**src/rtl/core/assert_macros.svh**
```systemverilog
// Assertion macros shared by the queue, front and back modules.
`ifndef ASSERT_MACROS_SVH
`define ASSERT_MACROS_SVH

// Same-cycle implication, checked once out of reset.
`define CHTE_ASSERT_IMP(label, ante, cons, msg) \
    label: assert property (@(posedge clk) disable iff (!rst_n) (ante) |-> (cons)) \
        else $error(msg);

// Next-cycle implication, checked once out of reset.
`define CHTE_ASSERT_NXT(label, ante, cons, msg) \
    label: assert property (@(posedge clk) disable iff (!rst_n) (ante) |=> (cons)) \
        else $error(msg);

`endif

```
**src/rtl/core/chte_fifo.sv**
```systemverilog
// Short queue between the front and back sections.
`default_nettype none
`include "assert_macros.svh"

module chte_fifo #(
    parameter int W     = 8,
    parameter int DEPTH = 4
) (
    input  wire logic         clk,
    input  wire logic         rst_n,
    input  wire logic         push,
    input  wire logic [W-1:0] din,
    output logic              wr_ready,
    input  wire logic         pop,
    output logic [W-1:0]      dout,
    output logic              rd_valid
);

    localparam int PW = (DEPTH > 1) ? $clog2(DEPTH) : 1;
    localparam int CW = $clog2(DEPTH + 1);

    logic [W-1:0]  store [DEPTH];
    logic [PW-1:0] wr_ptr_reg;
    logic [PW-1:0] rd_ptr_reg;
    logic [CW-1:0] count_reg;

    assign wr_ready = (count_reg != CW'(DEPTH));
    assign rd_valid = (count_reg != '0);
    assign dout     = store[rd_ptr_reg];

    always_ff @(posedge clk)
    begin
        if (push)
        begin
            store[wr_ptr_reg] <= din;
        end
    end

    always_ff @(posedge clk or negedge rst_n)
    begin
        if (!rst_n)
        begin
            wr_ptr_reg <= '0;
            rd_ptr_reg <= '0;
            count_reg  <= '0;
        end
        else
        begin
            if (push)
            begin
                wr_ptr_reg <= (wr_ptr_reg == PW'(DEPTH - 1)) ? '0 : wr_ptr_reg + 1'b1;
            end
            if (pop)
            begin
                rd_ptr_reg <= (rd_ptr_reg == PW'(DEPTH - 1)) ? '0 : rd_ptr_reg + 1'b1;
            end
            if (push && !pop)
            begin
                count_reg <= count_reg + 1'b1;
            end
            else if (pop && !push)
            begin
                count_reg <= count_reg - 1'b1;
            end
        end
    end

    `CHTE_ASSERT_IMP(a_no_push_full, push, count_reg != CW'(DEPTH), "push into full queue")
    `CHTE_ASSERT_IMP(a_no_pop_empty, pop, count_reg != '0, "pop from empty queue")
    `CHTE_ASSERT_NXT(a_room_after_pop, pop && !push, wr_ready, "no room after pop")

endmodule

`default_nettype wire

```
**config.mk**
```make
export PLATFORM = sky130hd
export DESIGN_NAME = chte_fifo
export DESIGN_NICKNAME = d
export VERILOG_FILES = /design/src/rtl/core/chte_fifo.sv
export VERILOG_INCLUDE_DIRS = /design/src /design/src/rtl/core
export SDC_FILE = /design/constraint.sdc
export NUM_CORES = 1
export LEC_CHECK = 0
export BUFFER_PORTS_ARGS = -buffer_cell sky130_fd_sc_hd__buf_2
export CELL_PAD_IN_SITES_DETAIL_PLACEMENT = 2
export CELL_PAD_IN_SITES_GLOBAL_PLACEMENT = 2
export CORE_ASPECT_RATIO = 1.1
export CORE_MARGIN = 1.5
export CORE_UTILIZATION = 45
export DETAILED_ROUTE_END_ITERATION = 7
export GPL_TIMING_DRIVEN = 0
export PLACE_DENSITY = 0.92
export REMOVE_ABC_BUFFERS = 1
export SLEW_MARGIN = 0
export SYNTH_ARGS = -nofsm -noshare
export SYNTH_HDL_FRONTEND = slang
export SYNTH_SLANG_ARGS = --single-unit
```
**constraint.sdc**
```tcl
create_clock -name clk -period 2.7 [get_ports clk]
set_clock_uncertainty 0.1 [all_clocks]
set_input_delay 0.135 -clock clk [delete_from_list [all_inputs] [get_ports clk]]
set_output_delay 0.135 -clock clk [all_outputs]
set_load 0.005 [all_outputs]
```
==> impl_metrics.py <==
metrics = {
    "run_status": {
        "outcome": "complete, no violations",
    },
    "die": {
        "dieArea_um2": 3860,
        "rows": 22,
        "pin_count": 22,
        "die_width_um": 59.3,
        "die_y_um": 65.0,
        "core-area_um2": 3330,
        "start_util_pct": 47.2,
    },
    "grt": {
        "grt_start_max_net_pins": 12,
        "grt_pass1_vias": 901,
        "grt_usage_pct": 18.1,
        "antenna_found_initial": 0,
        "gr-total-overflow": 0,
        "grt_pass1_wl_mm": 4.70,
    },
    "finish": {
        "final_util_pct": 57.0,
        "final_cell_mix": "edfxtp_1 (32), buf_2 (21), dlygate4sd3_1 (11)",
        "largest_reg_flops": 32,
        "diodes": 0,
        "layout_commonest_cell": "edfxtp_1",
        "area_growth_pct": 20.9,
        "drive_above_1_share_pct": 33.1,
        "final_nets": 136,
    },
    "sta": {
        "rsz0062_at_grt": "no",
        "setup_viol": 0,
        "final_hold_viol_count": 0,
        "fmax_mhz": 487,
        "post-route-period-util_pct": 76.1,
        "period_needed_ps": 2060,
        "fin_tns_setup_ps": 0,
        "drv_slew": 0,
        "worst_pin_slew_ps": 605,
        "maxSlewHeadroom_pct": 59.7,
    },
    "routing": {
        "vias": 812,
        "via_per_inst": 4.89,
        "avgRoutedWirePerCell_um": 18.0,
        "first_pass_iters": 4,
        "routed_wl_mm": 3.00,
        "drtIter0Drc": 29,
        "route.detailed.drc": 0,
        "drtAntennaViolNets": 0,
    },
    "clock_tree": {
        "cts.clk_slew.worst_paths_ps": 110,
        "cts_tree": "yes",
        "htreeDepth": 2,
        "numCtsBuffers": 5,
        "cts_buffer_depth": 2,
        "cts_sinks": 39,
        "post_cts_resize_count": 0,
        "clkLatencyLatePin_ps": 330,
        "clockRootBuffer": "clkbuf_4",
    },
    "place": {
        "place_congestion": 0.616,
        "dp_hpwl_mm": 2.17,
        "portBuffers": 21,
    },
    "critical_path": {
        "crit_path_max_incr_delay_ps": 740,
        "crit_start": "rd_ptr_reg[0]",
        "critPathRequiredTime_ps": 2470,
        "critical_path_depth": 2,
        "startpoint_type": "flip-flop",
        "crit_end": "dout[6]",
        "crit_path_top_delay_cell": "dfrtp_1",
        "crit_family": "flip-flops",
        "r2r_cells": 4,
        "crit_buf_inv": 1,
        "worst_r2r_endpoint": "count_reg[2]",
        "crit_path_max_fanout": 11,
        "cp_data_arrival_time_ps": 1820,
        "path_cells": "mux4_2 > buf_2",
        "r2r_slack_ps": 1150,
        "critPathKind": "flip-flop to output pin",
        "reg2reg_from": "count_reg[0]",
        "end_kind": "output pin",
    },
    "synth": {
        "synth_seq_area_share_pct": 72.3,
        "yosysUniqueCellTypes": 17,
        "ys_ff_latch": 39,
        "synthCells": 80,
        "syn-mean-instance-area_um2": 19.6,
        "yosysWarnings": 0,
        "synth.cell_area_um2": 1570,
    },
    "power_and_ir_drop": {
        "vdd_ir_drop_max_uv": 387,
        "leakage_nw": 0.714,
        "powerDensity_nw_per_um2": 910,
    },
    "job": {
        "maxCapViolCount": 0,
    },
    "min_path": {
        "hold_path.class": "input pin to async pin",
    },
}
==> how the worst min path moves through the flow <==
stage          start       endpoint  slack [ps]
2_1_floorplan  rst_n   count_reg[0]        -260
3_3_place_gp   rst_n   count_reg[2]        -130
3_5_place_dp   rst_n  wr_ptr_reg[1]        -120
4_1_cts        rst_n  wr_ptr_reg[1]          20
5_1_grt        rst_n  wr_ptr_reg[1]          50
6_report       rst_n  wr_ptr_reg[1]          40
==> synthesized netlist by cell type <==
cell	instances	area [µm²]
mux4_2	8	180
buf_2	1	5.00
o21ai_0	2	10.0
mux2_2	3	33.8
xnor2_1	1	8.76
buf_6	1	11.3
ha_1	6	75.1
nand3_1	1	5.00
xor2_1	2	17.5
or3_1	1	6.26
dfrtp_1	7	175
and2_1	4	25.0
nand2_1	2	7.51
edfxtp_1	32	961
inv_1	5	18.8
fa_1	1	20.0
nor2_1	3	11.3
==> metrics by stage <==
stage / power, W / setup WS (ps) / hold slack, ps / area, µm² / cells
5_1_grt: 0.00185 / 499 / 51.9 / 1900 / 166
4_1_cts: 0.00177 / 558 / 24.1 / 1900 / 166
3_3_place_gp: 0.00136 / 1020 / -126 / 1720 / 147
3_5_place_dp: 0.00143 / 953 / -120 / 1720 / 147
6_report: 0.00173 / 645 / 44.9 / 1900 / 166
2_1_floorplan: 0.00120 / 1280 / -261 / 1560 / 78
==> power by group <==
| part | leakage (nW) | switching, W | internal (W) |
|---|---|---|---|
| Sequential | 0.377 | 0.000132 | 0.000791 |
| Combinational | 0.299 | 0.000204 | 0.000276 |
| Clock | 0.0386 | 0.000172 | 0.000153 |
| Total | 0.714 | 0.000508 | 0.00122 |
==> worst reg2reg max path, cell delays in order, from the launching register on <==
cell,delay [ps]
dfrtp_1,460
fa_1,460
xor2_1,160
nor2_1,130
xor2_1,170
==> timing repair <==
| action | 4_1_cts | 5_1_grt |
|---|---|---|
| hold buffers | 11 | 0 |
| setup buffers | 0 | 0 |
| hold endpoints to repair | 43 | 0 |
==> cells by family after synthesis <==
family,synth area share [%]
xor gates and xnor gates,1.67
muxes,13.6
AOI/OAI and AO/OA,0.637
adders and majority gates,6.05
and+or+nand+nor,3.50
buffers and inverters,2.23
DFF,72.3
==> layout make-up <==
cell class	count	area (µm²)
Sequential cell	39	1140
Inverter	5	18.8
Multi-Input combinational cell	34	400
Clock buffer	8	68.8
Fill cell	295	1430
Timing Repair Buffer	32	215
Tap cell	48	60.1
==> layer usage <==
layer  GRT usage, %  part of all wire (%)
met5              0                     0
met4           6.82                   1.4
met3           4.79                   4.1
met2           32.1                    56
met1           20.1                    38
Note: power is estimated with default switching activity, not from simulation.
